**src/design/fpsd_front.sv**
```systemverilog
// Front end: sample magnitude and frame peak, one sample per cycle unless full.
// Depends on nothing outside; feeds the frame queue with one peak per frame.
module fpsd_front (
  input  logic               clk,
  input  logic               rst,
  input  logic               push,
  input  logic signed [15:0] sample,
  input  logic               frame_last,
  input  logic               fq_full,
  output logic               full,
  output logic               fq_push,
  output logic [14:0]        fq_peak
);
  logic [14:0] running_peak;
  logic [14:0] mag;
  logic [14:0] neg_mag;
  logic        accept;

  assign full   = fq_full;
  assign accept = push && !fq_full;

  // absolute value, most negative sample saturates
  assign neg_mag = 15'(-sample);
  always_comb begin
    if (!sample[15]) begin
      mag = sample[14:0];
    end else if (sample[14:0] == '0) begin
      mag = '1;
    end else begin
      mag = neg_mag;
    end
  end

  assign fq_peak = (mag > running_peak) ? mag : running_peak;
  assign fq_push = accept && frame_last;

  // running peak, cleared at frame end
  always_ff @(posedge clk) begin
    if (rst) begin
      running_peak <= '0;
    end else if (fq_push) begin
      running_peak <= '0;
    end else if (accept) begin
      running_peak <= fq_peak;
    end
  end

endmodule

```
**config.mk**
```make
export PLATFORM = sky130hd
export DESIGN_NAME = fpsd_front
export DESIGN_NICKNAME = d
export VERILOG_FILES = /design/src/design/fpsd_front.sv
export SDC_FILE = /design/constraint.sdc
export NUM_CORES = 1
export LEC_CHECK = 0
export ABC_AREA = 1
export BUFFER_PORTS_ARGS = -buffer_cell sky130_fd_sc_hd__buf_2
export CAP_MARGIN = 25
export CELL_PAD_IN_SITES_DETAIL_PLACEMENT = 0
export CELL_PAD_IN_SITES_GLOBAL_PLACEMENT = 2
export CORE_MARGIN = 5
export CORE_UTILIZATION = 31
export DETAILED_ROUTE_END_ITERATION = 12
export PLACE_DENSITY_LB_ADDON = 0.1
export SLEW_MARGIN = 10
export SYNTH_ARGS = -nofsm -noshare
export SYNTH_HDL_FRONTEND = slang
export SYNTH_SLANG_ARGS = --single-unit
```
**constraint.sdc**
```tcl
create_clock -name clk -period 3.8 [get_ports clk]
set_clock_uncertainty 0.1 [all_clocks]
set_input_delay 0.38 -clock clk [delete_from_list [all_inputs] [get_ports clk]]
set_output_delay 0.38 -clock clk [all_outputs]
set_load 0.01 [all_outputs]
```
* After elaboration in Yosys (flattened, before gate mapping)
Cells that the tools add are included.
** Storage, ports and cells
- Flip-flop bits (word level) :: 15
- Bits of input ports :: 21
- Logic and storage cells :: 11
- Output and inout port bits :: 17
** Cells by class
- Add/subtract/negate cells :: 1
- Mux-type cells :: 3
- Reduce and logical (&&, ||, !) cells :: 5
- Magnitude comparators :: 1
** Operators with widths (number)
- 15-bit two-way mux :: 3
- 15-bit greater-than comparator :: 1
- 15-bit logical NOT :: 1
- 15-bit negation :: 1
- 1-bit logical AND :: 2
- 2-bit OR reduction :: 1
- 1-bit logical NOT :: 1

* Depth between registers and ports, before layout
Gate-level depths: netlist of run 1.
- Depth after elaboration :: 5
- Gate-level depth with buffers :: 21
- Mapped depth without buffers :: 20

* Least setup slack after synthesis of run 1
No wires, ideal clock.
- Path kind :: input port to output port
- From :: in sample[0]
- To :: out fq_peak[7]
- Data required time :: 3.320 ns
- Arrival time :: 2.420 ns
- Path slack :: 0.900 ns
- Stages on the path :: 18
- Buffers on the path :: 1
- Path through :: inv_1 > ha_1 > nand3_2 > o21ai_1 > nand2_1 > nand2_1 > nand3_1 > ha_1 > nand2_1 > inv_2 > nand2_1 > nand2_1 > a21oi_2 > nand2_4 > nand2_4 > buf_12 > nand2_4 > nand2_1
** Between the ends
- Longest elaborated chain between the ends :: 5
- Elaborated cells between the ends (all ways) :: 6
- Those cells by class :: 1 x add/sub; 1 x order compare; 3 x mux; 1 x reduce/logical
** Ends and longest elaborated chain
- start: declaration :: RTL line 7 : input logic signed [15:0] sample,
- 15-bit negation or 15-bit logical NOT (tied branches) :: RTL line 23, 27
- 15-bit two-way mux :: RTL line 27 : end else if (sample[14:0] == '0) begin
- 15-bit two-way mux (*) :: RTL line 25 : if (!sample[15]) begin
- 15-bit greater-than comparator :: RTL line 34 : assign fq_peak = (mag > running_peak) ? mag : running_peak;
- 15-bit two-way mux (*) :: RTL line 34
- end: declaration :: RTL line 12 : output logic [14:0] fq_peak
Mark *: on every way between the ends. The rest lies on a longest branch, timed or not.

* Final worst setup path of run 1
- From :: in sample[0]
- To :: out fq_peak[14]
The elaborated chain is that of the path after synthesis.

==> flow_summary.toml, run 1 <==
[sta]
tns_ns = 0
clock.fmax_ghz = 0.299
hold_violations = 0
setup_viol = 0
worst_pin_slew_ns = 0.587
slew_headroom_pct = 60.9
grt_setup_unrepaired = "no"
min_period_ns = 3.34
fin_crit_sh_pct = 88.0
drv_slew = 0

[critical_path]
path_max_fanout = 8
worst-r2r-cell-count = 12
path_class = "in2out"
critPathCaptureType = "output port"
start_kind = "input pin"
cp.required_ns = 3.32
cp.arrival_ns = 2.86

[yosys]
synth_xor_xnor_area_share_pct = 0.458
synth.yosys.seq_area_share_pct = 15.7
synth_top_family_by_area = "simple AND/OR/NAND/NOR gates"
avgSynthCellArea_um2 = 5.99
synth_compound_area_share_pct = 7.72
synthSimpleGateAreaFrac_pct = 49.8
synthAdderAreaFrac_pct = 10.5
synth_seq_cells = 15
mappedNetlistArea_um2 = 1910
synth_nets = 356
synth_cell_types = 28
synth.area.mux_share_pct = 0
yosysWarnings = 0
synthCells = 319

[placed_design]
hpwl_um = 4240
port_buffers = 37
routabilityCongestion = 0.806
place_inst = 424

[power]
ir_drop_mv = 0.133
p_per_area_nw_per_um2 = 274
p_leak_nw = 1.32

[routing]
wire_per_inst_um = 11.9
final_antenna_net_count = 0
route.detailed.drc = 0
drt_pass1_iterations = 4
viasPerCell = 4.55
vias = 1948
wl_um = 5070
drt_iter0_markers = 48

[cells_and_area]
area_growth_pct = 14.7
fillers = 682
seqCellArea_um2 = 300
drive_above_1_share_pct = 21.2
top_register = "running_peak"
nNetsFinal = 391
fin_cells = 428
diodes = 0
largest_reg_flops = 15
reg_top3 = "running_peak (15)"
multi_input_area_um2 = 1320

[clocking]
cts-htree-levels = 1
clkTransAtPathRegs_ns = 0.07
worstSkewPairLatency_ns = 0.25
cts_tree = "built"
clock-sinks = 15
numCtsBuffers = 3
cts_setup_buffers = 0
post_cts_resized = 0
cts_root_buf = "clkbuf_8"
cts.path.max_buffers = 2
hold_buffers = 0

[grt]
grt_use_total_pct = 14.2
antenna_found_initial = 0
grt_overflow = 0
grt_pass1_vias = 1854
grt_max_degree = 19
grt_first_pass_wirelength_um = 8760

[floorplan]
start_util_pct = 32.1
core_area_um2 = 5960
fp.dieW_um = 88.5
io_pins = 38
fp.dieArea_um2 = 7840
die_h_um = 88.5
rows = 28

[worst_hold_path]
whs_path_depth = 5
hold_class = "in2reg"

[run_status]
status = "complete, no violations"

[flow_run]
cap_violations = 0
[report_power, final]
group | internal (W) | total, W | switching, W
sequential | 0.000168 | 0.000177 | 0.00000874
clock | 0.0000742 | 0.000131 | 0.0000573
combinational | 0.000104 | 0.000292 | 0.000188
[cell usage in the layout (no fill, tap or decap)]
cell and count:
nand2_1 89, inv_1 59, nand3_1 46, buf_2 37, nor2_1 22, a21oi_1 18
ha_1 16, dfxtp_1 15, nand2_4 11, o21ai_0 6, inv_2 5, nor2_4 4
nand3_2 4, clkbuf_8 3, nand2_2 2, a21oi_2 2, nand4_2 2, o21ai_1 2
nand3b_1 1, nand3_4 1, clkinv_1 1, nand2_8 1, nor3_2 1, or2_2 1
xor2_1 1, or2_1 1, clkbuf_1 1, buf_4 1
[final cells by class]
cell class	instances	area share [%]
tap	75	4.28
timing repair buffer	38	8.78
clock buffer	4	2.05
sequential	15	13.7
inverter	65	11.1
multi-input combinational	231	60.1
[kinds of logic after synthesis]
family / count (synthesis)
adder cells (fa/ha/maj): 16
AND/OR/NAND/NOR: 186
buffers and inverters: 73
flip-flops: 15
XOR/XNOR: 1
AO/OA/AOI/OAI: 28
[synthesized netlist by cell type (all sizes together)]
cell	count	area [um2]
nor2	26	128
o21ai	8	40.0
clkbuf	2	7.51
clkinv	1	3.75
nand3b	1	7.51
dfxtp	15	300
a21oi	20	108
nor3	1	10.0
nand4	2	25.0
nand2	103	482
buf	6	51.3
xor2	1	8.76
nand3	51	288
inv	64	240
or2	2	12.5
ha	16	200
[per-stage QoR]
step / cell area [um2] / hold slack (ns) / power, W / utilization (%) / worst slack (ns)
after floorplan: 1910 / 0.428 / 0.000398 / - / 0.900
after global placement: 2140 / 0.461 / 0.000479 / 35.9 / 0.286
after detailed placement: 2140 / 0.456 / 0.000478 / 35.9 / 0.292
after CTS: 2180 / 0.445 / 0.000617 / 36.7 / 0.287
after global routing: 2190 / 0.465 / 0.000667 / 36.8 / 0.121
final: 2190 / 0.441 / 0.000600 / 36.8 / 0.458
[routing by layer]
metal  share of wire [%]  vias up  wire length [um]  global-route usage (%)
li1                    -     1056                 -                       -
met1                  45      848              2260                    18.6
met2                  50       38              2530                    24.1
met3                 3.9        6               200                    2.61
met4                 1.6        0                80                    3.16
met5                   0        -                 0                       0
[final timing paths]
kind,start,endpoint,slack (ns)
worst max-delay path,sample[0],fq_peak[14],0.46
worst min-delay path,fq_full,running_peak[7],0.44
worst max register to register,running_peak[6],running_peak[14],1.68
worst min register to register,running_peak[12],running_peak[12],0.46
[worst max-delay path, stage by stage]
cell and delay, ns:
buf_2 0.09, inv_1 0.08, ha_1 0.19, nand3_2 0.15, nor2_1 0.20, nand2_1 0.09, nand3_1 0.07, nand3_1 0.10
ha_1 0.32, nand2_2 0.08, nor2_4 0.14, nand3_4 0.09, clkinv_1 0.06, nand2_2 0.07, a21oi_2 0.34, nand2_1 0.17
nand2_1 0.09, buf_2 0.13
(Power assumes the default switching activity.)
==> inputs of run 2 (changes only) <==
CORE_MARGIN = 4   (was 5)
==> run 2 against run 1 <==
  * Worst setup slack worse by 0.035 ns
  * Worst hold slack lost 0.00068 ns
  * Routed wire length fell by 0.63%
  * Sequential share of layout area unchanged
  * Sequential cell count did not move
  * Clock-buffer cell count unchanged
  * Utilization unchanged
  * Largest cell class unchanged
  * First-iteration DRC count up 85%
  * Cell area unchanged
  * Via count fell by 1.5%
  * Critical path type unchanged
  * Clock power barely moved
==> flow_summary.toml, run 2 (synthesis gave the netlist of run 1 again) <==
[run_status]
status = "complete, no violations"

[clocking]
post_cts_resized = 0
clock-sinks = 15
cts_setup_buffers = 0
cts.path.max_buffers = 2
numCtsBuffers = 3
cts-htree-levels = 1
worstSkewPairLatency_ns = 0.25
cts_tree = "built"
hold_buffers = 0
cts_root_buf = "clkbuf_8"
clkTransAtPathRegs_ns = 0.07

[routing]
wl_um = 5040
final_antenna_net_count = 0
viasPerCell = 4.48
vias = 1919
drt_pass1_iterations = 4
wire_per_inst_um = 11.8
route.detailed.drc = 0
drt_iter0_markers = 89

[grt]
grt_pass1_vias = 1848
antenna_found_initial = 0
busiest_layer = "met2"
grt_first_pass_wirelength_um = 8740
grt_overflow = 0
grtUsageMet1_pct = 19.5
grt_use_total_pct = 14.5
grt_use_met2_pct = 24.3
grt_max_degree = 19
global_route.usage.met3_pct = 2.76

[cells_and_area]
top_register = "running_peak"
layout_common_cells = "nand2_1 (89), inv_1 (59), nand3_1 (46)"
largest_reg_flops = 15
fillers = 708
diodes = 0
final_common_cell = "nand2_1"
finalInstanceArea_um2 = 2190
seqCellArea_um2 = 300
drive_above_1_share_pct = 21.2
nNetsFinal = 391
fin_cells = 428
reg_top3 = "running_peak (15)"
area_growth_pct = 14.7
multi_input_area_um2 = 1320

[sta]
clock.fmax_ghz = 0.296
slew_headroom_pct = 60.5
holdWs_ns = 0.440
worst_pin_slew_ns = 0.593
fin_crit_sh_pct = 88.9
setup_viol = 0
min_period_ns = 3.38
drv_slew = 0
hold_violations = 0
grt_setup_unrepaired = "no"
tns_ns = 0

[critical_path]
cp.required_ns = 3.32
path_class = "in2out"
r2r-start = "running_peak[6]"
start_kind = "input pin"
critPathCaptureType = "output port"
cp.arrival_ns = 2.90
crit_start = "sample[0]"
path_max_fanout = 15

[power]
ir_drop_mv = 0.144
p_per_area_nw_per_um2 = 274
p_leak_nw = 1.32

[floorplan]
start_util_pct = 32.1
die_h_um = 86.5
core_area_um2 = 5960
rows = 28
fp.dieArea_um2 = 7490
fp.dieW_um = 86.5
io_pins = 38

[worst_hold_path]
min-delay-start = "fq_full"
hold_class = "in2reg"

[placed_design]
place_inst = 424
port_buffers = 37
dpl_cell_area_um2 = 2140
routabilityCongestion = 0.812
hpwl_um = 4120

[flow_run]
cap_violations = 0
[run 2: worst paths after layout]
check / end / slack (ns) / depth (start not counted)
hold / removal: running_peak[7] / 0.44 / 5
setup reg to reg: running_peak[13] / 1.71 / 12
hold reg to reg: running_peak[11] / 0.47 / 4
setup / recovery: fq_peak[9] / 0.42 / 19
[run 2: final cells by class]
| type | count | share of cell area [%] |
|---|---|---|
| timing repair buffer | 38 | 8.78 |
| multi-input combinational | 231 | 60.1 |
| clock buffer | 4 | 2.05 |
| sequential | 15 | 13.7 |
| inverter | 65 | 11.1 |
| tap | 75 | 4.28 |
[run 2: power breakdown]
part | internal, W | switching (W) | total [W]
Combinational | 0.000104 | 0.000189 | 0.000293
Clock | 0.0000742 | 0.0000564 | 0.000131
Sequential | 0.000168 | 0.00000865 | 0.000177
[run 2: through the flow]
stage	power [W]	utilization [%]	worst slack [ns]
3_3_place_gp	0.000479	35.9	0.258
4_1_cts	0.000611	36.7	0.271
6_report	0.000601	36.8	0.422
5_1_grt	0.000665	36.8	0.0887
2_1_floorplan	0.000398	-	0.900
3_5_place_dp	0.000476	35.9	0.290
[run 2: critical path, stage by stage]
cell	delay (ns)
buf_2	0.09
inv_1	0.08
ha_1	0.19
nand3_2	0.15
o21ai_1	0.29
nand2_1	0.08
nand2_1	0.06
nand3_1	0.11
ha_1	0.32
nand2_1	0.09
inv_2	0.05
nand2_1	0.05
nand2_1	0.05
a21oi_2	0.23
nand2_4	0.14
nand2_8	0.22
nand2_1	0.10
nand2_1	0.08
buf_2	0.12
[run 2: routing by layer]
layer / share of wire (%) / wire (um)
met3: 3.0 / 151
met2: 47 / 2370
met1: 49 / 2450
met4: 1.5 / 74
met5: 0 / 0
==> inputs of run 3 (changes only) <==
ABC_AREA = 0   (was 1)
CORE_UTILIZATION = 35   (was 31)
==> run 3 against run 2 <==
  * The flow now finishes with violations (setup timing)
  * Critical path depth down 7
  * Non-clock buffer count up 44
  * Via count down 11%
  * Total power up 9.5%
  * Combinational power up 20%
  * Maximum frequency down 13%
  * Routed wire length down 2.5%
  * Die area down 19%
  * Sequential share of layout area down 2.0 points
  * Cell area up 17%
==> flow_summary.toml, run 3 <==
[run_status]
status = "complete, but fails checks"
violations = "setup timing"

[clocking]
cts-htree-levels = 1
clkTransAtPathRegs_ns = 0.06
cts_root_buf = "clkbuf_8"
worstSkewPairLatency_ns = 0.25
cts_tree = "built"
numCtsBuffers = 3
clock-sinks = 15
cts.path.max_buffers = 2

[sta]
fin_crit_sh_pct = 103
worst_pin_slew_ns = 0.770
setup_viol = 15
setup_ws_ns = -0.100
clock.fmax_ghz = 0.256
min_period_ns = 3.90
slew_headroom_pct = 48.5
drv_slew = 0
hold_violations = 0
grt_setup_unrepaired = "yes"

[floorplan]
fp.dieW_um = 77.8
die_h_um = 77.8
rows = 25
core_area_um2 = 4720
start_util_pct = 36.1
io_pins = 38
fp.dieArea_um2 = 6050

[cells_and_area]
layout_common_cells = "buf_4 (39), nand2_1 (34), buf_6 (23)"
diodes = 0
reg_top3 = "running_peak (15)"
largest_reg_flops = 15
final_common_cell = "buf_4"
area_growth_pct = 50.5
finalInstanceArea_um2 = 2560
top_register = "running_peak"
nNetsFinal = 312
drive_above_1_share_pct = 46.7

[yosys]
synth_cell_types = 47
synth-main-ff-cell = "dfxtp_1"
synth.yosys.seq_area_share_pct = 17.6
mappedNetlistArea_um2 = 1700
synthCells = 199
synth_top_area_share_pct = 17.6
avgSynthCellArea_um2 = 8.56
synth_seq_cells = 15
synth_edf_count = 0
synth_top_area_cell = "dfxtp_1"
async_flop_share_pct = 0
yosysWarnings = 0
synthTopCellsByCount = "nand2_1 (34), mux2i_1 (19), inv_1 (18)"
synth_area_leaders = "dfxtp_1 (18%), ha_1 (12%), mux2i_1 (11%), mux2_2 (9.3%), nand2_1 (7.5%)"
yosysMostFrequentCell = "nand2_1"
synth_nets = 236

[placed_design]
hpwl_um = 3970
dpl_cell_area_um2 = 2210
port_buffers = 37
routabilityCongestion = 0.835

[critical_path]
critical_path.max_stage_delay_ns = 0.56
cp.required_ns = 3.32
crit_family = "compound AO/OA/AOI/OAI gates"
critical_path_buf_inv_count = 3
critPathCaptureType = "output port"
slowest_stage = "or4_4"
start_kind = "input pin"
path_max_fanout = 7
cp_common_cell = "buf_6"
cp_cell_sequence = "buf_6, or4_4, o41ai_4, mux2i_2, ha_1, and3_4, a221o_1, a31oi_4, a21oi_4, buf_6, mux2_4, buf_6"
cp.arrival_ns = 3.42
path_class = "in2out"

[routing]
drt_iter0_markers = 62
wl_um = 4910
viasPerCell = 5.01
drt_pass1_iterations = 4
wire_per_inst_um = 14.4
vias = 1707
final_antenna_net_count = 0
route.detailed.drc = 0

[power]
power_w = 0.000658
ir_drop_mv = 0.230
p_leak_nw = 1.10
p_per_area_nw_per_um2 = 257

[grt]
antenna_found_initial = 0
grt_overflow = 0
grt_use_total_pct = 16.8
grt_max_degree = 19
grt_pass1_vias = 1767
grt_first_pass_wirelength_um = 8250

[worst_hold_path]
hold_class = "in2reg"

[flow_run]
cap_violations = 0
## run 3: cell count changes in the layout (fill, tap and decap cells not counted), sizes merged, moves of 6 or more
cell   delta
nand2    -69
o31ai     +6
nor2     -25
nand3    -48
inv      -46
mux2     +15
buf      +44
a21oi    -11
mux2i    +19
## run 3: cell type report
type	count	area (um2)
sequential	15	300
fill	450	2160
inverter	18	67.6
multi-input combinational	155	1400
clock inverter	1	5.00
tap	67	83.8
timing repair buffer	82	662
clock buffer	3	41.3
## run 3: repair_timing
action,CTS,global route
gates resized for setup,31,17
pin swaps,8,10
setup buffers,4,3
endpoints found under the setup margin,15,24
hold buffers,0,0
## run 3: stage by stage
stage	hold slack (ns)	instances	worst slack, ns	TNS [ns]	utilization, %
floorplan	0.345	199	0.0334	0	-
global placement	0.355	329	-0.219	-5.57	46.6
detailed placement	0.369	330	-0.259	-3.42	46.9
CTS	0.367	338	-0.140	-1.74	52.0
global route	0.377	341	-0.165	-2.20	54.3
finish	0.367	341	-0.100	-0.997	54.3
## run 3: power by group
| group | leakage [nW] | switching, W | internal (W) |
|---|---|---|---|
| registers | 0.122 | 0.00000638 | 0.000166 |
| logic | 0.955 | 0.000161 | 0.000191 |
| clock network | 0.0255 | 0.0000603 | 0.0000728 |
| total | 1.10 | 0.000228 | 0.000430 |
## run 3: cells by family after synthesis
group                      count (synthesis)  share of synthesized area [%]
AOI/OAI and AO/OA                         41                           20.7
xor gates and xnor gates                   6                           3.09
muxes                                     34                           21.3
buffers and inverters                     29                           7.27
adders and majority gates                 16                           11.8
DFF                                       15                           17.6
and+or+nand+nor                           58                           18.2
## run 3: layer usage
layer | share of wire, % | GRT usage (%)
met1 | 45 | 20.8
met4 | 0.92 | 3.74
met5 | 0 | 0
met3 | 3.1 | 2.90
met2 | 51 | 30.1
## run 3: worst min-delay path, cell delays in order
cell     delay [ns]
buf_2          0.13
a211o_1        0.10
mux2i_1        0.06
## run 3: worst paths after layout
kind	start	endpoint	slack, ns	depth (start not counted)
max	sample[11]	fq_peak[1]	-0.10	12
min	rst	running_peak[5]	0.37	3
max reg2reg	running_peak[14]	running_peak[9]	1.29	10
min reg2reg	running_peak[7]	running_peak[7]	0.37	2
